--- src/hdl/nssa_pkg.sv ---
// ----------------------------------------------------------------------------
// nssa_pkg
// Shared types and constants of the sphere shell assignment block.
// ----------------------------------------------------------------------------
package nssa_pkg;

  localparam int TABLE_DEPTH = 16;
  localparam int IDX_W       = 4;
  localparam int COORD_W     = 32;
  localparam int DIFF_W      = 33;
  localparam int SQR_W       = 66;
  localparam int LEN_W       = 34;
  localparam int REM_W       = 36;
  localparam int ROOT_STEPS  = 33;
  localparam int STEP_W      = 6;

  localparam logic OP_LOAD     = 1'b0;
  localparam logic OP_CLASSIFY = 1'b1;

  typedef struct packed {
    logic signed [COORD_W-1:0] cx;
    logic signed [COORD_W-1:0] cy;
    logic signed [COORD_W-1:0] cz;
    logic        [COORD_W-1:0] r;
  } sphere_t;

  typedef struct packed {
    logic signed [COORD_W-1:0] px;
    logic signed [COORD_W-1:0] py;
    logic signed [COORD_W-1:0] pz;
  } point_t;

  typedef struct packed {
    logic             busy;
    logic             done;
    logic [LEN_W-1:0] gap;
  } dist_stat_t;

  typedef enum logic [2:0] {
    D_IDLE,
    D_DIFF,
    D_SQR,
    D_SUM,
    D_ROOT,
    D_FIN
  } dist_state_t;

  typedef enum logic [1:0] {
    T_IDLE,
    T_START,
    T_WAIT,
    T_OUT
  } top_state_t;

endpackage

--- src/hdl/nssa_cell.sv ---
// ----------------------------------------------------------------------------
// nssa_cell
// One table entry of the sphere ring: loads directly or takes its neighbour.
// ----------------------------------------------------------------------------
module nssa_cell (
  input  logic             clk,
  input  logic             load_en,
  input  nssa_pkg::sphere_t load_data,
  input  logic             shift_en,
  input  nssa_pkg::sphere_t shift_in,
  output nssa_pkg::sphere_t sphere
);
  import nssa_pkg::*;

  sphere_t sphere_r;

  // entry storage, no reset: the user must not let unwritten entries be read; the block does not enforce it
  always_ff @(posedge clk) begin
    if (load_en) begin
      sphere_r <= load_data;
    end else if (shift_en) begin
      sphere_r <= shift_in;
    end
  end

  assign sphere = sphere_r;
endmodule

--- config.mk ---
export PLATFORM = sky130hd
export DESIGN_NAME = nssa_cell
export DESIGN_NICKNAME = d
export VERILOG_FILES = /design/src/hdl/nssa_pkg.sv /design/src/hdl/nssa_cell.sv
export SDC_FILE = /design/constraint.sdc
export NUM_CORES = 1
export LEC_CHECK = 0
export ABC_AREA = 1
export BUFFER_PORTS_ARGS = -buffer_cell sky130_fd_sc_hd__buf_4
export CAP_MARGIN = 20
export CORE_AREA = 2 2 152 154
export DETAILED_ROUTE_END_ITERATION = 12
export DIE_AREA = 0 0 154 156
export PLACE_DENSITY = 0.54
export SLEW_MARGIN = 20
export SYNTH_ARGS = -nofsm -noshare
export SYNTH_HDL_FRONTEND = slang
export SYNTH_SLANG_ARGS = --single-unit
--- constraint.sdc ---
create_clock -name clk -period 5 [get_ports clk]
set_clock_uncertainty 0.15 [all_clocks]
set_input_delay 1 -clock clk [delete_from_list [all_inputs] [get_ports clk]]
set_output_delay 1 -clock clk [all_outputs]
set_load 0.02 [all_outputs]
# Yosys cells after proc, flatten, opt, wreduce, memory -nomap -nowiden
# Index checks and enable logic that the tools add are counted.
classes:
  muxes: 2
  n_reduce_logical: 1
ops:
  columns: ["cell", "n"]
  rows:
  - ["128-bit two-way mux", 2]
  - ["2-bit nonzero test", 1]
word_totals:
  reg_bits: 128
  inputBits: 259
  output_inout_bits: 128
  elab_cells: 7

# Longest topological paths before layout
# Gate-level depths: netlist of run 1.
logic_depth:
  depth_word: 2
  depth_mapped: 5
  ltp_nobuf: 3

# Worst setup path before layout of run 1
# No wires, ideal clock.
synth_path:
  path_type: "in2reg"
  from: "in load_en"
  to: "reg sphere_r (netlist bit sphere[0]) (enable)"
  setup_time_ns: 0.433
  t_arrival_ns: 2.720
  t_required_ns: 4.417
  path_slack_ns: 1.697
  cell_stages: 2
  n_path_buf: 1
  cell_sequence: "buf_4 -> or2_2"
synth_between:
  elab_chain_len: 1
synth_lines:
  columns: ["item", "line_no", "source"]
  rows:
  - ["start: declaration", "nssa_cell.sv:7", "input logic load_en,"]
  - ["2-bit nonzero test (no source line)", null, null]
  - ["end signal: assignment", "nssa_cell.sv:20", "sphere_r <= load_data;"]
  - ["end signal: assignment", "nssa_cell.sv:22", "sphere_r <= shift_in;"]
  - ["end: declaration", "nssa_cell.sv:15", "sphere_t sphere_r;"]
# No other way between the ends.
# A chain may end at the register's enable or synchronous reset.

# Worst setup path in the final report of run 1
layout_path:
  from: "in load_en"
  to: "reg sphere_r (netlist bit sphere[83]) (enable)"
# The elaborated chain is that of the path after synthesis.

==> results of run 1 <==
## power breakdown
part	internal, W	switching [W]	total, W
sequential	0.00132	0.0000342	0.00135
combinational	0.000304	0.000336	0.000640
clock	0.000890	0.000480	0.00137
total	0.00251	0.000851	0.00336
## placed cells by master (no fill, tap or decap), drive strengths merged
| cell | instances |
|---|---|
| buf | 390 |
| nand2 | 384 |
| bufinv | 5 |
| edfxtp | 128 |
| inv | 2 |
| clkinvlp | 2 |
| or2 | 1 |
| clkinv | 4 |
| clkbuf | 20 |
## worst min path at each step
stage | end | slack [ns] | from | cells after the start
floorplan | sphere[0]$_DFFE_PP_ | 1.03 | shift_in[0] | 2
global placement | sphere[20]$_DFFE_PP_ | 1.11 | shift_in[20] | 3
detailed placement | sphere[31]$_DFFE_PP_ | 1.12 | shift_in[31] | 3
CTS | sphere[117]$_DFFE_PP_ | 0.67 | shift_in[117] | 3
global route | sphere[11]$_DFFE_PP_ | 0.68 | shift_in[11] | 3
finish | sphere[116]$_DFFE_PP_ | 0.70 | shift_in[116] | 3
## area by class of cell
class	count	area [um2]	share of cell area
sequential	128	3840	0.416
timing repair buffer	390	2940	0.318
multi-input combinational	385	1450	0.157
clock buffer	20	437	0.0472
tap	285	357	0.0386
clock inverter	12	209	0.0226
inverter	1	6.26	0.000677
## logic make-up after synthesis
family / count (synthesis)
and+or+nand+nor: 385
DFF: 128
buffers and inverters: 29
## metrics by stage
| step | std cells | cell area (um2) | utilization | total power [W] | hold slack, ns |
|---|---|---|---|---|---|
| final | 1221 | 9240 | 0.413 | 0.00336 | 0.696 |
| after global routing | 1221 | 9240 | 0.413 | 0.00350 | 0.678 |
| after CTS | 1221 | 9240 | 0.413 | 0.00341 | 0.670 |
| after detailed placement | 1189 | 8600 | 0.384 | 0.00203 | 1.12 |
| after global placement | 1189 | 8600 | 0.384 | 0.00202 | 1.11 |
| after floorplan | 542 | 5470 | - | 0.00165 | 1.03 |
## layer usage
| layer | up-vias | wire [um] | global-route usage |
|---|---|---|---|
| met5 | - | 0 | 0 |
| met3 | 24 | 1530 | 0.0553 |
| met1 | 2215 | 7040 | 0.163 |
| met4 | 0 | 427 | 0.0579 |
| met2 | 220 | 9210 | 0.252 |
| li1 | 2502 | - | - |
==> summary.md, run 1 <==
| Metric | Value |
|---|---|
| Status | finished, final reports clean |
| Horizontal extent of the die | 154 um |
| NumNets Final | 1182 |
| Instance count on the critical path | 3 |
| Remaining global-route overflow | 0 |
| Area share of the largest cell type after synthesis | 0.703 |
| Final GP Congestion | 0.785 |
| Clock tree from TritonCTS | yes |
| Dominant combinational cell family by area after synthesis | simple AND/OR/NAND/NOR gates |
| Standard cell core area | 22400 um2 |
| Ys flop type | sky130_fd_sc_hd__edfxtp_1 |
| Fraction of the mapped netlist area in adder cells | 0 |
| Setup Total Neg Slack | 0 ns |
| Standby leakage power | 4.64 nW |
| Maximum operating frequency | 0.372 GHz |
| Number of hold violations in the final report | 0 |
| Buffers from clock root to sink, at most | 2 |
| Clk sink count | 128 |
| Required time at the endpoint of the critical path | 4.92 ns |
| Family with the most delay on the worst path | buffers and inverters |
| Yosys top cell by area | sky130_fd_sc_hd__edfxtp_1 |
| Initial core utilization | 0.245 |
| Proportion of synthesized chip area in sequential cells | 0.703 |
| Number of DRC markers in iteration 0 | 269 |
| Sum of net half-perimeters after detailed placement | 13.3 mm |
| Post-synth net total | 801 |
| Highest ir drop seen on vdd | 0.000190 V |
| Category of the worst setup path launch point | input port |
| Overall die area | 24000 um2 |
| HP Class | input port to flop |
| Area contributors post-synth | sky130_fd_sc_hd__edfxtp_1 (70%), sky130_fd_sc_hd__nand2_1 (26%), sky130_fd_sc_hd__buf_4 (1.9%) |
| CTS Buf Count | 17 |
| Share of synthesized area spent on multiplexers | 0 |
| Quantity of hold-fixing buffers added after cts | 0 |
| Simple-gate portion of the synthesized area | 0.265 |
| Total number of yosys warnings | 0 |
| Most numerous cell in the Yosys netlist | sky130_fd_sc_hd__nand2_1 |
| Setup repair after global routing missed its margin | no |
| Average detailed-routed wire length per instance | 14.9 um |
| Number of max-cap violations | 0 |
| CTS H-tree lvls | 4 |
| Top cell types by occurrence after synthesis | sky130_fd_sc_hd__nand2_1 (384), sky130_fd_sc_hd__edfxtp_1 (128), sky130_fd_sc_hd__buf_2 (14), sky130_fd_sc_hd__buf_4 (14) |
| Power density over the cells | 364 nW/um2 |
| Delay of the slowest critical-path stage | 0.67 ns |
| Layout fillers | 2233 |
| Flip-flop count of the largest register after layout | 128 |
| Xor and xnor area share after synthesis | 0 |
| Number of antenna repair diodes | 0 |
| Root buffer selected by CTS | sky130_fd_sc_hd__clkbuf_16 |
| Number of instances resized during post-cts repair | 0 |
| Post CTS Setup Buffer Count | 0 |
| Portion of the clock cycle consumed by the worst path in the final layout | 0.537 |
| Async set or reset register ratio after synthesis | 0 |
| Number of endpoints failing setup at the final stage | 0 |
| Via count | 4961 |
| Distinct cell type count after synthesis | 6 |
| Clock transition at the registers of the reported paths | 0.06 ns |
| Wire length of the first global-routing pass | 26.5 mm |
| IO buf count | 386 |
| Worst Setup Slack, final | 2.31 ns |
| Crit. Startpoint | load_en |
| Max stage delay cell, worst path | sky130_fd_sc_hd__or2_4 |
| Final Routed Wirelength | 18.2 mm |
| Pre-antenna DRT Iters | 4 |
| Critical path type | input port to flop |
| Tightest slew margin relative to the limit | 0.383 |
| Maximum number of pins on one net before global-route repair | 92 |
| Global-route usage over all layers | 0.146 |
| Antenna violations before repair | 0 |
| End of the critical path | sphere[83]$_DFFE_PP_ |
| Area overhead of the layout relative to synthesis | 69.0% |
| Final Critical Period | 2.69 ns |
| Number of register bits inferred by synthesis | 128 |
| Vias in the first global route | 4807 |
| Number of DRC violations after detailed routing | 0 |
| Fraction of final layout cells sized beyond drive strength 1 | 0.450 |
| Number of synthesized flops with an enable pin | 128 |
| DR vias/cell | 4.06 |
| Endpoint type of the worst setup path | flop |
| Tightest Pin Transition | 0.925 ns |
| Count of buffer and inverter cells on the critical path | 2 |
| Cells after synthesis | 542 |
| Final ANT Viol Nets | 0 |
| Fraction of the mapped netlist area in compound gates | 0 |
| Top-level port count | 387 |
| Number of rows created at floorplan | 55 |
| Place WS | 1.85 ns |
| Synth Area per Inst | 10.1 um2 |
| Critical Path Fanout Max | 66 |
| Synthesized area | 5470 um2 |
| Crit path DAT | 2.61 ns |
| Pins Over Slew Limit | 0 |
| Height of the die | 156 um |
| Worst-path cell chain | buf_4 -> or2_4 -> buf_12 |
Note: power is estimated with default switching activity, not from simulation.
==> run 2, diff against run 1 <==
clock period = 2.6 ns   (was 5 ns; I/O delays follow)
==> run 2 against run 1 <==
Compared with the run above: combinational power rose by 94%; final area is 0.37% higher; clock-buffer cell count decreased by 1; critical path type is now flop to output port; core utilization is 0.15 points higher; global-route usage is 0.19 points higher; highest routed layer unchanged; routed wire length decreased by 0.97%; via count increased by 0.34%; non-clock buffer count grew 3; largest power group is now sequential cells; flip-flop and latch count unchanged; total power rose by 89%; clock power rose by 85%.
==> summary.md, run 2 (synthesis results as in run 1) <==
| Metric | Value |
|---|---|
| Flip-flop count of the largest register after layout | 128 |
| Cell count of the worst hold path | 3 |
| Required time at the endpoint of the critical path | 1.93 ns |
| Quantity of hold-fixing buffers added after cts | 0 |
| Clk sink count | 128 |
| Via count | 4978 |
| Post CTS Setup Buffer Count | 0 |
| Remaining global-route overflow | 0 |
| Critical path type | flop to output port |
| Layout fillers | 2227 |
| Tot Pwr | 0.00637 W |
| Critical Path Fanout Max | 1 |
| Standard cell core area | 22400 um2 |
| Final Critical Period | 1.65 ns |
| Number of max-cap violations | 0 |
| Height of the die | 156 um |
| Setup repair after global routing missed its margin | no |
| Maximum operating frequency | 0.605 GHz |
| Category of the worst setup path launch point | flop |
| Power density over the cells | 687 nW/um2 |
| Family with the most delay on the worst path | flip-flops |
| Global-route usage over all layers | 0.148 |
| Crit path DAT | 0.98 ns |
| Tightest Pin Transition | 0.749 ns |
| NumNets Final | 1185 |
| Number of endpoints failing setup at the final stage | 0 |
| Pins Over Slew Limit | 0 |
| Number of hold violations in the final report | 0 |
| Pre-antenna DRT Iters | 5 |
| Buffers from clock root to sink, at most | 2 |
| Clock tree from TritonCTS | yes |
| Sum of net half-perimeters after detailed placement | 13.4 mm |
| Fraction of final layout cells sized beyond drive strength 1 | 0.452 |
| Tightest slew margin relative to the limit | 0.501 |
| DR vias/cell | 4.07 |
| Clock transition at the registers of the reported paths | 0.06 ns |
| Vias in the first global route | 5001 |
| Number of DRC markers in iteration 0 | 267 |
| Final core utilization | 0.415 |
| Delay of the slowest critical-path stage | 0.40 ns |
| Endpoint type of the worst setup path | output port |
| Initial core utilization | 0.245 |
| Overall die area | 24000 um2 |
| Horizontal extent of the die | 154 um |
| Maximum number of pins on one net before global-route repair | 68 |
| Status | finished, final reports clean |
| Max stage delay cell, worst path | sky130_fd_sc_hd__edfxtp_1 |
| Highest-count cells in the layout ignoring fill and taps | sky130_fd_sc_hd__buf_4 (389), sky130_fd_sc_hd__nand2_1 (384), sky130_fd_sc_hd__edfxtp_1 (128), sky130_fd_sc_hd__clkbuf_16 (17) |
| Top-level port count | 387 |
| Final GP Congestion | 0.814 |
| CTS H-tree lvls | 4 |
| Root buffer selected by CTS | sky130_fd_sc_hd__clkbuf_16 |
| Leading cell type in the layout, fill and taps excluded | sky130_fd_sc_hd__buf_4 |
| Antenna violations before repair | 0 |
| Wire length of the first global-routing pass | 27.3 mm |
| Final ANT Viol Nets | 0 |
| Area overhead of the layout relative to synthesis | 69.6% |
| HP Class | input port to flop |
| Average detailed-routed wire length per instance | 14.7 um |
| Count of buffer and inverter cells on the critical path | 1 |
| Number of DRC violations after detailed routing | 0 |
| Setup Total Neg Slack | 0 ns |
| Final Routed Wirelength | 18.0 mm |
| Instance count on the critical path | 1 |
| Standby leakage power | 4.66 nW |
| Highest ir drop seen on vdd | 0.000339 V |
| Portion of the clock cycle consumed by the worst path in the final layout | 0.636 |
| Worst-path cell chain | buf_4 |
| Number of instances resized during post-cts repair | 0 |
| Number of antenna repair diodes | 0 |
| IO buf count | 386 |
| Number of rows created at floorplan | 55 |
| CTS Buf Count | 17 |
-- run 2: metrics by stage --
step	hold WS (ns)	instances	setup WS [ns]	instance area, um2
global placement	0.632	1192	0.799	8660
detailed placement	0.638	1192	0.786	8660
CTS	0.197	1224	0.915	9280
floorplan	0.549	542	0.415	5470
finish	0.220	1224	0.947	9280
global route	0.200	1224	0.904	9280
-- run 2: final timing paths --
path,start,endpoint
setup / recovery,sphere[17]$_DFFE_PP_,sphere[17]
hold / removal,shift_in[117],sphere[117]$_DFFE_PP_
-- run 2: metal layers --
metal	share of wire	track usage	routed length (um)	up-vias
li1	-	-	-	2510
met1	0.39	0.173	7000	2182
met5	0	0	0	-
met3	0.094	0.0514	1690	31
met2	0.49	0.246	8860	255
met4	0.026	0.0632	469	0
-- run 2: area by class of cell --
class / instances / area [um2] / area share
tap: 285 / 357 / 0.0384
sequential: 128 / 3840 / 0.414
clock inverter: 13 / 186 / 0.0201
timing repair buffer: 393 / 3000 / 0.323
clock buffer: 19 / 433 / 0.0467
multi-input combinational: 385 / 1450 / 0.156
inverter: 1 / 6.26 / 0.000674
-- run 2: power by group --
part / internal, W / total [W] / leakage [nW] / switching, W
clock network: 0.00161 / 0.00254 / 0.292 / 0.000928
logic: 0.000592 / 0.00124 / 3.05 / 0.000645
registers: 0.00254 / 0.00260 / 1.32 / 0.0000621
==> run 3, diff against run 2 <==
ABC_AREA = 0   (was 1)
CORE_AREA = 2 2 151 153   (was 2 2 152 154)
DIE_AREA = 0 0 153 155   (was 0 0 154 156)
clock period = 1.65 ns   (was 2.6 ns; I/O delays follow)
==> run 3 against run 2 <==
Compared with the run above: synthesized cell count fell by 50%; critical endpoint is now sphere[48]; final cell count fell by 19%; flip-flop and latch count did not move; routed wire length fell by 6.7%.
==> summary.md, run 3 <==
| Metric | Value |
|---|---|
| Status | finished, final reports clean |
| Area share of the largest cell type after synthesis | 0.706 |
| Number of hold violations in the final report | 0 |
| Setup Total Neg Slack | 0 ns |
| Vias in the first global route | 4532 |
| Clock transition at the registers of the reported paths | 0.06 ns |
| Number of non-filler instances in the completed layout | 988 |
| Final Routed Wirelength | 16.8 mm |
| Critical path type | flop to output port |
| Maximum number of pins on one net before global-route repair | 62 |
| Area overhead of the layout relative to synthesis | 74.8% |
| Fraction of the mapped netlist area in adder cells | 0 |
| Xor and xnor area share after synthesis | 0 |
| Number of rows created at floorplan | 55 |
| Buffers from clock root to sink, at most | 2 |
| Synth Area per Inst | 20.1 um2 |
| Proportion of synthesized chip area in sequential cells | 0.706 |
| Simple-gate portion of the synthesized area | 0.00115 |
| Antenna violations before repair | 0 |
| NumNets Final | 949 |
| Fraction of the mapped netlist area in compound gates | 0 |
| Flip-flop count of the largest register after layout | 128 |
| Max stage delay cell, worst path | sky130_fd_sc_hd__edfxtp_1 |
| Tightest Pin Transition | 0.359 ns |
| Sum of net half-perimeters after detailed placement | 13.4 mm |
| Count of buffer and inverter cells on the critical path | 1 |
| Share of synthesized area spent on multiplexers | 0.265 |
| Area contributors post-synth | sky130_fd_sc_hd__edfxtp_1 (71%), sky130_fd_sc_hd__mux2_2 (26%), sky130_fd_sc_hd__buf_6 (2.7%) |
| Number of endpoints failing setup at the final stage | 0 |
| Area taken by multi-input logic gates | 1450 um2 |
| Distinct cell type count after synthesis | 5 |
| Number of antenna repair diodes | 0 |
| Initial core utilization | 0.245 |
| Number of DRC violations after detailed routing | 0 |
| Leading cell type in the layout, fill and taps excluded | sky130_fd_sc_hd__buf_4 |
| Horizontal extent of the die | 153 um |
| Wire length of the first global-routing pass | 25.0 mm |
| Total number of yosys warnings | 0 |
| Power density over the cells | 1080 nW/um2 |
| Post CTS Setup Buffer Count | 0 |
| Portion of the clock cycle consumed by the worst path in the final layout | 0.887 |
| Highest-count cells in the layout ignoring fill and taps | sky130_fd_sc_hd__buf_4 (405), sky130_fd_sc_hd__mux2_2 (128), sky130_fd_sc_hd__edfxtp_1 (128), sky130_fd_sc_hd__clkbuf_16 (17), sky130_fd_sc_hd__buf_12 (9) |
| Required time at the endpoint of the critical path | 1.17 ns |
| IO buf count | 386 |
| Number of synthesized flops with an enable pin | 128 |
| Ys flop type | sky130_fd_sc_hd__edfxtp_1 |
| Pins Over Slew Limit | 0 |
| Final ANT Viol Nets | 0 |
| Top-level port count | 387 |
| Placed cells | 956 |
| Pre-antenna DRT Iters | 4 |
| Delay of the slowest critical-path stage | 0.39 ns |
| Cells after synthesis | 271 |
| Height of the die | 155 um |
| Final Critical Period | 1.46 ns |
| Global-route usage over all layers | 0.138 |
| Number of max-cap violations | 0 |
| Area occupied by registers | 3840 um2 |
| Setup repair after global routing missed its margin | no |
| Quantity of hold-fixing buffers added after cts | 0 |
| Fraction of final layout cells sized beyond drive strength 1 | 0.814 |
| Clock tree from TritonCTS | yes |
| DR vias/cell | 4.09 |
| Post-synth net total | 530 |
| Standby leakage power | 4.14 nW |
| Tightest slew margin relative to the limit | 0.761 |
| Final GP Congestion | 0.819 |
| HP Class | input port to flop |
| Crit path DAT | 0.98 ns |
| Top cell types by occurrence after synthesis | sky130_fd_sc_hd__edfxtp_1 (128), sky130_fd_sc_hd__mux2_2 (128), sky130_fd_sc_hd__buf_6 (13) |
| Dominant combinational cell family by area after synthesis | multiplexers |
| Endpoint type of the worst setup path | output port |
| Maximum operating frequency | 0.683 GHz |
| Layout fillers | 2043 |
| Critical Path Fanout Max | 1 |
| Via count | 4042 |
| Yosys top cell by area | sky130_fd_sc_hd__edfxtp_1 |
| Number of instances resized during post-cts repair | 0 |
| Async set or reset register ratio after synthesis | 0 |
| Average detailed-routed wire length per instance | 17.0 um |
| Worst-path cell chain | buf_4 |
| Overall die area | 23700 um2 |
| Highest ir drop seen on vdd | 0.000594 V |
| Category of the worst setup path launch point | flop |
| Family with the most delay on the worst path | flip-flops |
| Remaining global-route overflow | 0 |
| Root buffer selected by CTS | sky130_fd_sc_hd__clkbuf_16 |
| Synthesized area | 5440 um2 |
| Number of register bits inferred by synthesis | 128 |
| Number of DRC markers in iteration 0 | 157 |
| Standard cell core area | 22200 um2 |
| CTS H-tree lvls | 4 |
| Clk sink count | 128 |
| CTS Buf Count | 17 |
==> run 3: changes by cell type after synthesis, sizes merged <==
cell and change:
mux2 +128, buf -14, nand2 -384, inv -1
==> run 3: routing by layer <==
| layer | part of all wire | vias to the layer above | GRT usage | routed length, um |
|---|---|---|---|---|
| li1 | - | 1912 | - | - |
| met1 | 0.35 | 1902 | 0.146 | 5970 |
| met2 | 0.55 | 216 | 0.255 | 9220 |
| met3 | 0.083 | 12 | 0.0446 | 1390 |
| met4 | 0.014 | 0 | 0.0507 | 229 |
| met5 | 0 | - | 0 | 0 |
==> run 3: logic make-up after synthesis <==
| family | after synthesis |
|---|---|
| simple gates | 1 |
| mux | 128 |
| buf+inv | 14 |
| flops | 128 |
==> run 3: per-stage QoR <==
stage / hold slack (ns) / instance area (um2) / power (W) / worst slack [ns] / utilization
CTS: 0.0423 / 9510 / 0.0104 / 0.147 / 0.428
global route: 0.0428 / 9510 / 0.0107 / 0.136 / 0.428
floorplan: 0.400 / 5460 / 0.00502 / -0.438 / -
detailed placement: 0.486 / 8870 / 0.00620 / 0.0456 / 0.399
global placement: 0.482 / 8870 / 0.00618 / 0.0709 / 0.399
finish: 0.0670 / 9510 / 0.0102 / 0.186 / 0.428
==> run 3: layout make-up <==
class                   instances  share of cell area
clock buffers                  19              0.0455
clock inverters                13              0.0221
multi-input cells             129               0.152
flip-flops and latches        128               0.404
well taps                     285              0.0375
repair buffers                414               0.339
==> run 3: final timing paths <==
check	to	slack [ns]	start	cells past startpoint
setup / recovery	sphere[48]	0.19	sphere[48]$_DFFE_PP_	1
hold / removal	sphere[18]$_DFFE_PP_	0.07	shift_in[18]	2
==> run 3: where the power goes <==
group / internal (W) / total, W / switching [W]
clock: 0.00269 / 0.00414 / 0.00146
combinational: 0.00109 / 0.00200 / 0.000905
sequential: 0.00400 / 0.00410 / 0.000106
